===== src/hw/rtl/bkpt_pkg.sv =====
// shared types and constants of the breakpoint table patcher
package bkpt_pkg;

  localparam int unsigned DEPTH = 16;
  localparam int unsigned IDX_W = (DEPTH > 1) ? $clog2(DEPTH) : 1;
  localparam int unsigned CNT_W = $clog2(DEPTH + 1);

  localparam int unsigned ADDR_W = 32;
  localparam int unsigned WORD_W = 16;
  localparam int unsigned HITS_W = 32;

  localparam int unsigned IN_DATA_W  = 56;
  localparam int unsigned OUT_DATA_W = 88;

  localparam logic [WORD_W-1:0] ILLEGAL_OPCODE = 16'h4AFC;

  typedef enum logic [1:0] {
    MODE_ADD     = 2'd0,
    MODE_CHECK   = 2'd1,
    MODE_RESTORE = 2'd2,
    MODE_PATCH   = 2'd3
  } mode_e;

  typedef enum logic [2:0] {
    RC_ADDED   = 3'd0,
    RC_PRESENT = 3'd1,
    RC_FULL    = 3'd2,
    RC_HIT     = 3'd3,
    RC_ILLEGAL = 3'd4,
    RC_WRITE   = 3'd5,
    RC_NOTHING = 3'd6
  } rc_e;

  typedef struct packed {
    logic              last;
    logic [HITS_W-1:0] hits;
    logic [WORD_W-1:0] wdata;
    logic [ADDR_W-1:0] waddr;
    rc_e               code;
  } res_t;

endpackage


===== src/hw/rtl/breakpoint_table_patcher.sv =====
// breakpoint table patcher: sixteen-entry software breakpoint table with a scan sequencer
//
// One input transfer on the s_axis side carries a command: add a breakpoint,
// check a program counter, restore the saved words or patch the illegal opcode.
// Every command gives one or more result transfers on the m_axis side; tlast
// marks the final result of a command. The table is scanned one entry at a time
// through a single registered read port and a single address comparator, each
// entry first read into the port register and then compared. Add and check end
// in a single result transfer; restore and patch emit up to N memory writes (N
// entries in use), each held until it is taken, or a single nothing result
// when nothing is written.
// s_axis_tready_o is high only while no command is in progress, so the block
// works on one command at a time. When the receiver stalls, the pending result
// holds in the output register and the scan waits for it.
// Reset empties the table (the entry count goes to zero); the entry storage
// itself is not cleared since only entries below the count are ever used.
module breakpoint_table_patcher (
  input  logic                             clk_i,
  input  logic                             rst_ni,
  input  logic                             s_axis_tvalid_i,
  output logic                             s_axis_tready_o,
  // mode [1:0], address [33:2], memory_word [49:34], zero fill above
  input  logic [bkpt_pkg::IN_DATA_W-1:0]   s_axis_tdata_i,
  output logic                             m_axis_tvalid_o,
  input  logic                             m_axis_tready_i,
  // result_code [2:0], write_address [34:3], write_data [50:35],
  // hit_count [82:51], zero fill above
  output logic [bkpt_pkg::OUT_DATA_W-1:0]  m_axis_tdata_o,
  output logic                             m_axis_tlast_o
);

  localparam int unsigned IDX_W = bkpt_pkg::IDX_W;
  localparam int unsigned CNT_W = bkpt_pkg::CNT_W;

  typedef enum logic [5:0] {
    S_IDLE  = 6'b000001,
    S_FETCH = 6'b000010,
    S_EVAL  = 6'b000100,
    S_MISS  = 6'b001000,
    S_TAIL  = 6'b010000,
    S_OUT   = 6'b100000
  } state_e;

  state_e state_q, state_d;
  state_e ret_q, ret_d;
  logic [IDX_W-1:0] idx_q, idx_d;
  logic [CNT_W-1:0] used_q, used_d;
  logic             hold_v_q, hold_v_d;
  logic [bkpt_pkg::ADDR_W-1:0] hold_addr_q, hold_addr_d;
  logic [bkpt_pkg::WORD_W-1:0] hold_word_q, hold_word_d;
  bkpt_pkg::res_t   out_q, out_d;

  bkpt_pkg::mode_e  mode_q;
  logic [bkpt_pkg::ADDR_W-1:0] addr_q;
  logic [bkpt_pkg::WORD_W-1:0] word_q;

  logic [bkpt_pkg::ADDR_W-1:0] addr_mem [bkpt_pkg::DEPTH];
  logic [bkpt_pkg::HITS_W-1:0] hits_mem [bkpt_pkg::DEPTH];
  logic [bkpt_pkg::WORD_W-1:0] word_mem [bkpt_pkg::DEPTH];
  logic [bkpt_pkg::ADDR_W-1:0] rd_addr_q;
  logic [bkpt_pkg::HITS_W-1:0] rd_hits_q;
  logic [bkpt_pkg::WORD_W-1:0] rd_word_q;

  logic                        wr_add, wr_hit;
  logic [bkpt_pkg::HITS_W-1:0] hit_val;
  logic                        match, is_end, cand, s_accept;
  bkpt_pkg::mode_e             in_mode;

  assign s_axis_tready_o = (state_q == S_IDLE);
  assign s_accept        = s_axis_tvalid_i && s_axis_tready_o;
  assign in_mode         = bkpt_pkg::mode_e'(s_axis_tdata_i[1:0]);

  assign m_axis_tvalid_o = (state_q == S_OUT);
  assign m_axis_tlast_o  = out_q.last;
  assign m_axis_tdata_o  = {5'b0, out_q.hits, out_q.wdata, out_q.waddr, out_q.code};

  assign hit_val = rd_hits_q + 1'b1;
  assign match   = (rd_addr_q == addr_q);
  assign is_end  = ((CNT_W'(idx_q) + 1'b1) == used_q);
  assign cand    = (mode_q == bkpt_pkg::MODE_RESTORE) || !match;

  always_comb begin
    state_d     = state_q;
    ret_d       = ret_q;
    idx_d       = idx_q;
    used_d      = used_q;
    hold_v_d    = hold_v_q;
    hold_addr_d = hold_addr_q;
    hold_word_d = hold_word_q;
    out_d       = out_q;
    wr_add      = 1'b0;
    wr_hit      = 1'b0;
    unique case (state_q)
      S_IDLE: begin
        if (s_axis_tvalid_i) begin
          idx_d    = '0;
          hold_v_d = 1'b0;
          if (used_q != '0) begin
            state_d = S_FETCH;
          end else if (in_mode == bkpt_pkg::MODE_ADD || in_mode == bkpt_pkg::MODE_CHECK) begin
            state_d = S_MISS;
          end else begin
            state_d = S_TAIL;
          end
        end
      end
      S_FETCH: begin
        state_d = S_EVAL;
      end
      S_EVAL: begin
        case (mode_q) inside
          bkpt_pkg::MODE_ADD, bkpt_pkg::MODE_CHECK: begin
            if (match) begin
              out_d = '{last: 1'b1, hits: '0, wdata: '0, waddr: '0,
                        code: bkpt_pkg::RC_PRESENT};
              if (mode_q == bkpt_pkg::MODE_CHECK) begin
                out_d.code = bkpt_pkg::RC_HIT;
                out_d.hits = hit_val;
                wr_hit     = 1'b1;
              end
              ret_d   = S_IDLE;
              state_d = S_OUT;
            end else if (is_end) begin
              state_d = S_MISS;
            end else begin
              idx_d   = idx_q + 1'b1;
              state_d = S_FETCH;
            end
          end
          default: begin
            // one write is held back so the final one can carry tlast
            state_d = is_end ? S_TAIL : S_FETCH;
            if (!is_end) begin
              idx_d = idx_q + 1'b1;
            end
            if (cand) begin
              if (hold_v_q) begin
                out_d = '{last: 1'b0, hits: '0, wdata: hold_word_q, waddr: hold_addr_q,
                          code: bkpt_pkg::RC_WRITE};
                ret_d   = is_end ? S_TAIL : S_FETCH;
                state_d = S_OUT;
              end
              hold_v_d    = 1'b1;
              hold_addr_d = rd_addr_q;
              hold_word_d = (mode_q == bkpt_pkg::MODE_RESTORE) ? rd_word_q
                                                               : bkpt_pkg::ILLEGAL_OPCODE;
            end
          end
        endcase
      end
      S_MISS: begin
        out_d = '{last: 1'b1, hits: '0, wdata: '0, waddr: '0, code: bkpt_pkg::RC_ILLEGAL};
        if (mode_q == bkpt_pkg::MODE_ADD) begin
          if (used_q == CNT_W'(bkpt_pkg::DEPTH)) begin
            out_d.code = bkpt_pkg::RC_FULL;
          end else begin
            out_d.code = bkpt_pkg::RC_ADDED;
            wr_add     = 1'b1;
            used_d     = used_q + 1'b1;
          end
        end
        ret_d   = S_IDLE;
        state_d = S_OUT;
      end
      S_TAIL: begin
        if (hold_v_q) begin
          out_d = '{last: 1'b1, hits: '0, wdata: hold_word_q, waddr: hold_addr_q,
                    code: bkpt_pkg::RC_WRITE};
        end else begin
          out_d = '{last: 1'b1, hits: '0, wdata: '0, waddr: '0, code: bkpt_pkg::RC_NOTHING};
        end
        ret_d   = S_IDLE;
        state_d = S_OUT;
      end
      S_OUT: begin
        if (m_axis_tready_i) begin
          state_d = ret_q;
        end
      end
      default: begin
        state_d = S_IDLE;
      end
    endcase
  end

  always_ff @(posedge clk_i or negedge rst_ni) begin
    if (!rst_ni) begin
      state_q  <= S_IDLE;
      ret_q    <= S_IDLE;
      idx_q    <= '0;
      used_q   <= '0;
      hold_v_q <= 1'b0;
    end else begin
      state_q  <= state_d;
      ret_q    <= ret_d;
      idx_q    <= idx_d;
      used_q   <= used_d;
      hold_v_q <= hold_v_d;
    end
  end

  always_ff @(posedge clk_i) begin
    hold_addr_q <= hold_addr_d;
    hold_word_q <= hold_word_d;
    out_q       <= out_d;
    if (s_accept) begin
      mode_q <= in_mode;
      addr_q <= s_axis_tdata_i[33:2];
      word_q <= s_axis_tdata_i[49:34];
    end
  end

  // entry storage: one registered read port at the scan index
  always_ff @(posedge clk_i) begin
    rd_addr_q <= addr_mem[idx_q];
    rd_hits_q <= hits_mem[idx_q];
    rd_word_q <= word_mem[idx_q];
    if (wr_add) begin
      addr_mem[used_q[IDX_W-1:0]] <= addr_q;
      hits_mem[used_q[IDX_W-1:0]] <= '0;
      word_mem[used_q[IDX_W-1:0]] <= word_q;
    end
    if (wr_hit) begin
      hits_mem[idx_q] <= hit_val;
    end
  end

  a_used_bounded: assert property (@(posedge clk_i) disable iff (!rst_ni)
    used_q <= CNT_W'(bkpt_pkg::DEPTH))
    else $error("entry count exceeds table depth");

  a_busy_after_accept: assert property (@(posedge clk_i) disable iff (!rst_ni)
    s_accept |=> !s_axis_tready_o)
    else $error("command accepted while previous one in progress");

  a_nothing_is_last: assert property (@(posedge clk_i) disable iff (!rst_ni)
    m_axis_tvalid_o && (out_q.code == bkpt_pkg::RC_NOTHING) |-> m_axis_tlast_o)
    else $error("empty result without tlast");

  a_out_excludes_in: assert property (@(posedge clk_i) disable iff (!rst_ni)
    m_axis_tvalid_o |-> !s_axis_tready_o)
    else $error("input ready while result pending");

endmodule


===== config.mk =====
export PLATFORM = sky130hd
export DESIGN_NAME = breakpoint_table_patcher
export DESIGN_NICKNAME = d
export VERILOG_FILES = /design/src/hw/rtl/bkpt_pkg.sv /design/src/hw/rtl/breakpoint_table_patcher.sv
export SDC_FILE = /design/constraint.sdc
export NUM_CORES = 1
export LEC_CHECK = 0
export ABC_CLOCK_PERIOD_IN_PS = 13700
export BUFFER_PORTS_ARGS = -buffer_cell sky130_fd_sc_hd__buf_2
export CELL_PAD_IN_SITES_DETAIL_PLACEMENT = 0
export CELL_PAD_IN_SITES_GLOBAL_PLACEMENT = 1
export CORE_ASPECT_RATIO = 0.6
export CORE_UTILIZATION = 40
export CTS_CLUSTER_DIAMETER = 100
export DETAILED_ROUTE_END_ITERATION = 16
export GPL_TIMING_DRIVEN = 0
export PLACE_DENSITY = 0.61
export RECOVER_POWER = 25
export SLEW_MARGIN = 30
export SYNTH_ARGS = -nofsm -noshare
export SYNTH_HDL_FRONTEND = slang
export SYNTH_SLANG_ARGS = --single-unit

===== constraint.sdc =====
create_clock -name clk_i -period 13.7 [get_ports clk_i]
set_input_delay 2.055 -clock clk_i [delete_from_list [all_inputs] [get_ports clk_i]]
set_output_delay 2.055 -clock clk_i [all_outputs]
set_load 0.02 [all_outputs]

==> flow_summary.rst, run 1 <==
.. list-table::
   :header-rows: 1

   * - Metric
     - Value
   * - Critical register-to-register path startpoint
     - addr_q[26]
   * - Skew-Pair Late Insertion Delay
     - slightly below 0.8 ns
   * - Clock period minus worst slack
     - around 5.0 ns
   * - Netlist Area Pre-Place
     - slightly below 0.06 mm^2
   * - Die width
     - 495.0 um
   * - Largest clock skew in the final design
     - between 0.03 and 0.04 ns
   * - Arrival time at the worst endpoint
     - roughly 5.5 ns
   * - Hold EP
     - hold_addr_q[22]
   * - Fraction of final layout cells with drive strength greater than 1
     - a little over a third
   * - Cell variety after synth
     - 75
   * - Worst Max-Slew Pin Slew
     - 1.017 ns
   * - Number of buffers added on ports
     - roughly 140
   * - Number of nets in the layout
     - 3010
   * - Number of max-slew violations in the final report
     - 0
   * - Outcome
     - completed
   * - Drt pass-1 iters
     - 5
   * - I/O pin cnt
     - roughly 150
   * - Routability-driven placement congestion ratio
     - 0.7774
   * - Number of clock buffers inserted by TritonCTS
     - 148
   * - Number of vias per cell after detailed routing
     - between 5 and 6
   * - Core ar.
     - 0.1446 mm^2
   * - Pin count of the biggest net entering global routing
     - 53
   * - First-pass GRT wire length
     - 211900 um
   * - Cell with the largest stage delay on the worst path
     - nor4_4
   * - Vias
     - ~28000
   * - Critical path endpoint category
     - flop
   * - Slowest cell delay on critical path
     - 0.92 ns
   * - Cell family with most CP delay
     - simple AND/OR/NAND/NOR gates
   * - Worst setup path class
     - flop to flop
   * - Area of the die
     - 0.1474 mm^2
   * - GRT Residual Overflow
     - 0
   * - Share of the cycle needed by the critical path after routing
     - ~36%
   * - DP HPWL
     - a little over 100000 um
   * - TritonCTS clock tree
     - done
   * - Final hold violations
     - 0
   * - Row count
     - 108
   * - Most common cell after layout, fill and taps aside
     - edfxtp_1
   * - Yosys Warn Count
     - 0
   * - Finish-stage setup viols
     - 0
   * - Wirelength, routed
     - between 150000 and 200000 um
   * - Number of violations reported at the end of detailed-routing iteration 0
     - ~3400
   * - Worst reg2reg endpoint
     - hits_mem[14][26]
   * - Number of antenna violations at the first check in global routing
     - 13
   * - Achievable frequency
     - about 0.20 GHz
   * - Sink Count
     - around 1600
   * - Hold depth
     - 0
   * - Global routing usage summed across all routing layers
     - 20.77%
   * - Die Span Y
     - ~300 um
   * - Layout overhead on the synthesized area
     - 18.71%
   * - Minimum setup slack among reg-to-reg paths
     - 8.71 ns
   * - Share of async-settable or async-resettable flops after synthesis
     - roughly 1.2%
   * - PD cells
     - 162.8 mW/mm^2
   * - Flip-flop and latch count after synthesis
     - 1561
   * - Clock Tree Buf Depth
     - 3
   * - Fillcell total
     - about 12000
   * - Flip-flop cell with the highest count after synthesis
     - edfxtp_1
   * - Maximum level of the CTS H-tree
     - 4
   * - Avg WL per Cell
     - ~30 um
   * - Post-CTS setup buffer count
     - 0
   * - Mapped Avg Cell Area
     - approximately 23 um^2
   * - Cell depth of the worst flop-to-flop path
     - 9
   * - Post-placement setup slack
     - roughly 8.3 ns
   * - ANT nets after route
     - 0
   * - Final worst slack
     - between 8 and 9 ns
   * - Critical Path, Cell by Cell
     - xnor2_2 -> nand4_1 -> nor4_4 -> and4_1 -> buf_2 -> nand3_1 -> a21oi_4 -> buf_16 -> buf_16
   * - Final sum of negative setup slack
     - 0 ns
   * - Data required, critical path
     - around 14 ns
   * - Setup repair after global routing missed its margin
     - false
   * - Sequential share of the synthesized area
     - between 70% and 80%
   * - Number of max-cap violations
     - 0
   * - Vias in the first global route
     - 28287
   * - CP startpoint kind
     - flop
   * - Reg clk slew, reported paths
     - ~0.070 ns
   * - # resized after CTS
     - 0
   * - Buffer cell driving the clock tree root
     - clkbuf_16
   * - Highest net fanout along the worst path
     - 17
   * - Leakage
     - 0.02110 uW
   * - Final routed DRC violation total
     - 0
   * - Post-synthesis instance total
     - roughly 2500
   * - Leading cell types in the layout, fill and taps excluded
     - 1462 x edfxtp_1, 400 x mux4_2, 200 x buf_2, 152 x clkbuf_16, 81 x clkbuf_1
   * - Crit path top cell by count
     - buf_16
   * - Proportion of netlist area held by the largest area contributor
     - between 70 and 80%
   * - Type of the most critical hold path
     - flop to flop
   * - Worst vdd rail ir drop
     - ~90 uV
   * - Count of hold-fix buffers inserted at cts
     - 0
   * - Initial core utilization
     - between 40% and 50%
   * - Source of the worst hold timing path
     - rd_addr_q[22]
   * - Cells taking the most area after synthesis
     - edfxtp_1 75%, mux4_2 15%, dfxtp_1 2.7%
   * - Number of buffer and inverter stages on the critical path
     - 3
   * - Number of enable-type register cells in the synthesized netlist
     - approximately 1500
   * - Yosys top cell by area
     - edfxtp_1
   * - Headroom to the max-slew limit
     - between 30% and 40%
[metrics by stage]
stage	area [um^2]	cells	power (uW)	hold slack (ns)	utilization, %
6_report	69240	4995	11270	0.4536	47.89
5_1_grt	69220	4990	11640	0.4710	47.88
4_1_cts	69180	4989	11360	0.4561	47.84
3_5_place_dp	64410	4719	7320	0.4400	44.54
3_3_place_gp	61440	4581	7252	0.4434	42.50
2_1_floorplan	58340	2517	6663	0.4290	-
[area by class of cell]
cell class              count  area [um^2]  area share, %
flip-flops and latches   1561        45980          66.41
multi-input cells         824        12120          17.50
clock buffers             200         4044          5.841
repair buffers            277         3308          4.778
well taps                1925         2409          3.479
clock inverters            70        725.7          1.048
plain buffers             119        576.8         0.8331
inverters                  13        61.31        0.08855
diodes                      6        15.01        0.02169
[synth_stat cells, types with 3 or more instances]
master    instances
a22o_1            3
or4_4             3
buf_4             6
o21ai_0           3
mux4_2          400
nor2_1          102
clkbuf_1         59
or4_1             3
dfxtp_1          80
a31oi_1           4
buf_6             3
nor4_2            4
nor3b_1           4
buf_2            34
dfrtp_1          17
edfxtp_1       1462
a21oi_1           9
ha_1              6
and3_1           15
and2_4           21
and4_1            3
inv_1            11
nor3_1           12
nand4_1          15
nor2b_1           4
nand2b_1          3
nand2_1          29
or3_1            10
xnor2_1          48
and2_1           28
nand3_1          20
o21a_1            3
buf_1            17
xor2_1           21
[logic make-up after synthesis]
family | Yosys count | synth area share [%]
flip-flops | 1561 | 78.84
multiplexers | 405 | 15.54
AND/OR/NAND/NOR | 296 | 2.864
buffers and inverters | 132 | 0.9996
XOR/XNOR | 70 | 1.064
AO/OA/AOI/OAI | 42 | 0.5599
adder cells (fa/ha/maj) | 6 | 0.1287
other | 1 | 0.006430
[flip-flops by register name, summed over array words and instances, names as in the netlist, 5 cells and up]
signal,count
used_q,5
state_q,6
m_axis_tdata_o,83
word_mem,256
hits_mem,512
word_q,16
addr_q,32
hold_word_q,16
hold_addr_q,32
rd_addr_q,32
addr_mem,512
rd_word_q,16
rd_hits_q,32
[worst max-delay path by stage]
| stage | from | end | slack, ns | cells past startpoint |
|---|---|---|---|---|
| 3_3_place_gp | used_q[0] | addr_mem[0][14] | 0.21 | 6 |
| 6_report | addr_q[26] | hits_mem[14][26] | 8.71 | 9 |
| 2_1_floorplan | used_q[0] | addr_mem[0][0] | 7.30 | 6 |
| 3_5_place_dp | addr_q[26] | hits_mem[14][27] | 8.34 | 9 |
| 5_1_grt | addr_q[26] | hits_mem[10][2] | 8.30 | 7 |
| 4_1_cts | addr_q[26] | hits_mem[14][28] | 8.31 | 9 |
[power breakdown]
group	internal, uW	switching, uW	total (uW)
clock network	2290	1770	4060
logic	481	864	1350
registers	5600	258	5860
total	8380	2890	11300
[routing by layer]
layer	GRT usage [%]	up-vias	wire length (um)	part of all wire, %
met1	31.36	15246	67170	44
li1	-	11396	-	-
met4	4.308	0	2351	1.6
met5	0	-	0	0
met2	30.34	1238	67550	45
met3	5.421	178	14530	9.6
Power figures use the tool's default switching activity.
==> run 2, diff against run 1 <==
Settings changed: ABC_CLOCK_PERIOD_IN_PS 13700 to 5010.
Clock period 13.7 ns to 5.01 ns, I/O delays scaled along.
==> flow_summary.rst, run 2 (synthesis results as in run 1) <==
.. list-table::
   :header-rows: 1

   * - Metric
     - Value
   * - Outcome
     - finished, violations left
   * - Violations in the final reports
     - DRC
   * - Die width
     - 495.0 um (unchanged)
   * - Arrival time at the worst endpoint
     - 5.34 ns (-0.11 ns)
   * - Final std cells w/o fill
     - 4980 (-0.30%)
   * - Sink Count
     - 1561 (unchanged)
   * - Internal portion of total power
     - 22530 uW (+170%)
   * - Seq pwr share
     - 52.5% (+0.5 points)
   * - Multi-input gate area in the final layout
     - 0.01214 mm^2 (+0.17%)
   * - Maximum level of the CTS H-tree
     - 4 (unchanged)
   * - Number of nets in the layout
     - 2990 (-0.66%)
   * - Hold EP
     - addr_q[17]
   * - Vias in the first global route
     - 28074 (-0.75%)
   * - Switching power
     - 7941 uW (+170%)
   * - Buffer cell driving the clock tree root
     - clkbuf_16
   * - Avg WL per Cell
     - 30.00 um (-1.2%)
   * - Number of buffers added on ports
     - 139 (unchanged)
   * - First-pass GRT wire length
     - 210400 um (-0.70%)
   * - Skew-Pair Late Insertion Delay
     - 0.79 ns (+0.02 ns)
   * - Clock power frac
     - 35.5% (-0.6 points)
   * - Leakage
     - 0.02086 uW (-1.1%)
   * - ANT nets after route
     - 0 (unchanged)
   * - Data required, critical path
     - 5.52 ns (-8.64 ns)
   * - Number of antenna violations at the first check in global routing
     - 4 (-9)
   * - Final routed DRC violation total
     - 2 (+2)
   * - Number of max-cap violations
     - 0 (unchanged)
   * - Number of max-slew violations in the final report
     - 0 (unchanged)
   * - Pin count of the biggest net entering global routing
     - 53 (unchanged)
   * - DP HPWL
     - 100600 um (-1.6%)
   * - Critical register-to-register path startpoint
     - addr_q[26]
   * - Number of vias per cell after detailed routing
     - 5.582 (-0.62%)
   * - Final hold violations
     - 0 (unchanged)
   * - Vias
     - 27799 (-0.92%)
   * - Clock period minus worst slack
     - 4.827 ns (-0.1652 ns)
   * - Reg clk slew, reported paths
     - 0.07 ns (about the same)
   * - Fraction of final layout cells with drive strength greater than 1
     - 33.74% (-1.1 points)
   * - Final non-filler cell area
     - 0.06899 mm^2 (-0.36%)
   * - # resized after CTS
     - 0 (unchanged)
   * - Worst reg2reg endpoint
     - hits_mem[3][27]
   * - Number of violations reported at the end of detailed-routing iteration 0
     - 3163 (-6.5%)
   * - PD cells
     - 441.6 mW/mm^2 (+170%)
   * - Wirelength, routed
     - 149400 um (-1.4%)
   * - Worst Max-Slew Pin Slew
     - 1.138 ns (+0.1211 ns)
   * - Number of clock buffers inserted by TritonCTS
     - 145 (-2.0%)
   * - Clock Tree Buf Depth
     - 3 (unchanged)
   * - Type of the most critical hold path
     - input port to flop
   * - Area taken by flip-flops and latches
     - 0.04598 mm^2 (unchanged)
   * - Headroom to the max-slew limit
     - 24.15% (-8.1 points)
   * - Critical path endpoint category
     - flop
   * - Most common cell after layout, fill and taps aside
     - edfxtp_1
   * - I/O pin cnt
     - 151 (unchanged)
   * - Leading cell types in the layout, fill and taps excluded
     - 1462 x edfxtp_1, 400 x mux4_2, 164 x buf_2, 146 x clkbuf_16, 98 x clkbuf_1
   * - Core ar.
     - 0.1446 mm^2 (unchanged)
   * - Drt pass-1 iters
     - 11 (+6)
   * - Largest clock skew in the final design
     - 0.03337 ns (+0.002104 ns)
   * - Share of the cycle needed by the critical path after routing
     - 96.34% (+60 points)
   * - Combinational share of power
     - 11.9% (about the same)
   * - Achievable frequency
     - 0.2072 GHz (+3.4%)
   * - Die Span Y
     - 297.8 um (unchanged)
   * - Net switching share of the total power
     - 26.06% (+0.41 points)
   * - Finish-stage setup viols
     - 0 (unchanged)
   * - Worst setup path class
     - flop to flop
   * - Hold depth
     - 1 (+1)
   * - Fillcell total
     - 11661 (+0.27%)
   * - Placed insts
     - 4699 (-0.42%)
   * - Layout overhead on the synthesized area
     - 18.29%
   * - Setup repair after global routing missed its margin
     - false
   * - Highest net fanout along the worst path
     - 17 (unchanged)
   * - Global routing usage summed across all routing layers
     - 20.52% (-0.25 points)
   * - Routability-driven placement congestion ratio
     - 0.7856 (+1.1%)
   * - Worst vdd rail ir drop
     - 291.6 uV (+230%)
   * - Cell depth of the worst flop-to-flop path
     - 10 (+1)
   * - Source of the worst hold timing path
     - s_axis_tdata_i[19]
   * - Minimum setup slack among reg-to-reg paths
     - 0.18 ns (-8.52 ns)
   * - Initial core utilization
     - 40.34% (unchanged)
   * - GRT Residual Overflow
     - 0 (unchanged)
   * - Worst hold slack across all endpoints
     - 0.1363 ns (-0.3173 ns)
   * - Row count
     - 108 (unchanged)
   * - CP startpoint kind
     - flop
   * - TritonCTS clock tree
     - done
   * - Area of the die
     - 0.1474 mm^2 (unchanged)
   * - Post-Place Cell Area
     - 0.06429 mm^2 (-0.17%)
## run 2: changes by cell type in the layout (fill, tap and decap cells not counted), moves of 7 or more
cell,before,now
buf_16,72,64
clkbuf_1,81,98
clkinv_2,23,33
buf_4,35,11
clkbuf_8,6,13
buf_8,6,17
buf_2,200,164
buf_6,13,31
## run 2: worst max-delay path, stage by stage, from the launching register on
cell,delay (ns)
edfxtp_1,0.60
xnor2_1,0.79
nand4_1,0.66
nor4_4,0.35
buf_4,0.22
and4_1,0.26
buf_2,0.24
mux2i_1,0.77
nor2_4,0.19
buf_16,0.24
buf_16,0.18
## run 2: power by group through the flow
stage / clock [uW] / combinational [uW] / sequential (uW)
floorplan: 0 / 2060 / 16200
global placement: 0 / 3520 / 16300
detailed placement: 0 / 3690 / 16300
CTS: 11100 / 3710 / 16000
global route: 11500 / 3890 / 16100
finish: 10800 / 3640 / 16000
## run 2: how the worst max path moves through the flow
stage	endpoint	startpoint	slack, ns	cells after the start
final	hits_mem[3][27]	addr_q[26]	0.18	10
after global placement	hits_mem[9][27]	addr_q[29]	-3.90	6
after global routing	hits_mem[14][27]	addr_q[26]	0.07	10
after detailed placement	hits_mem[6][22]	addr_q[26]	-0.19	9
after floorplan	addr_mem[0][0]	used_q[0]	0.65	6
after CTS	hits_mem[6][27]	addr_q[26]	0.32	10
## run 2: layout make-up
class,instances,share of cell area (%)
Tap cell,1925,3.491
Timing Repair Buffer,260,4.590
Clock inverter,78,0.9993
Sequential cell,1561,66.65
Clock buffer,192,5.735
Antenna cell,8,0.02902
Inverter,13,0.08524
Multi-Input combinational cell,824,17.59
Buffer,119,0.8306
## run 2: through the flow
stage / TNS, ns / utilization (%) / setup slack [ns] / total power (uW)
after floorplan: 0 / - / 0.6493 / 18220
after global placement: -4153.41 / 42.51 / -3.905 / 19780
after detailed placement: -51.56 / 44.47 / -0.1868 / 19980
after CTS: 0 / 47.70 / 0.3183 / 30770
after global routing: 0 / 47.70 / 0.06848 / 31520
final: 0 / 47.71 / 0.1833 / 30470
## run 2: what timing repair did
action                     in CTS  in global routing
buffers inserted                2                  0
hold buffers                    1                  0
setup endpoints to repair     689                  0
hold endpoints to repair       17                  0
## run 2: metal layers
| metal | up-vias | wire length [um] | track usage [%] |
|---|---|---|---|
| met5 | - | 0 | 0 |
| met2 | 1131 | 67940 | 30.59 |
| met4 | 0 | 2190 | 4.449 |
| met3 | 160 | 13080 | 4.992 |
| li1 | 11359 | - | - |
| met1 | 15149 | 66190 | 30.61 |
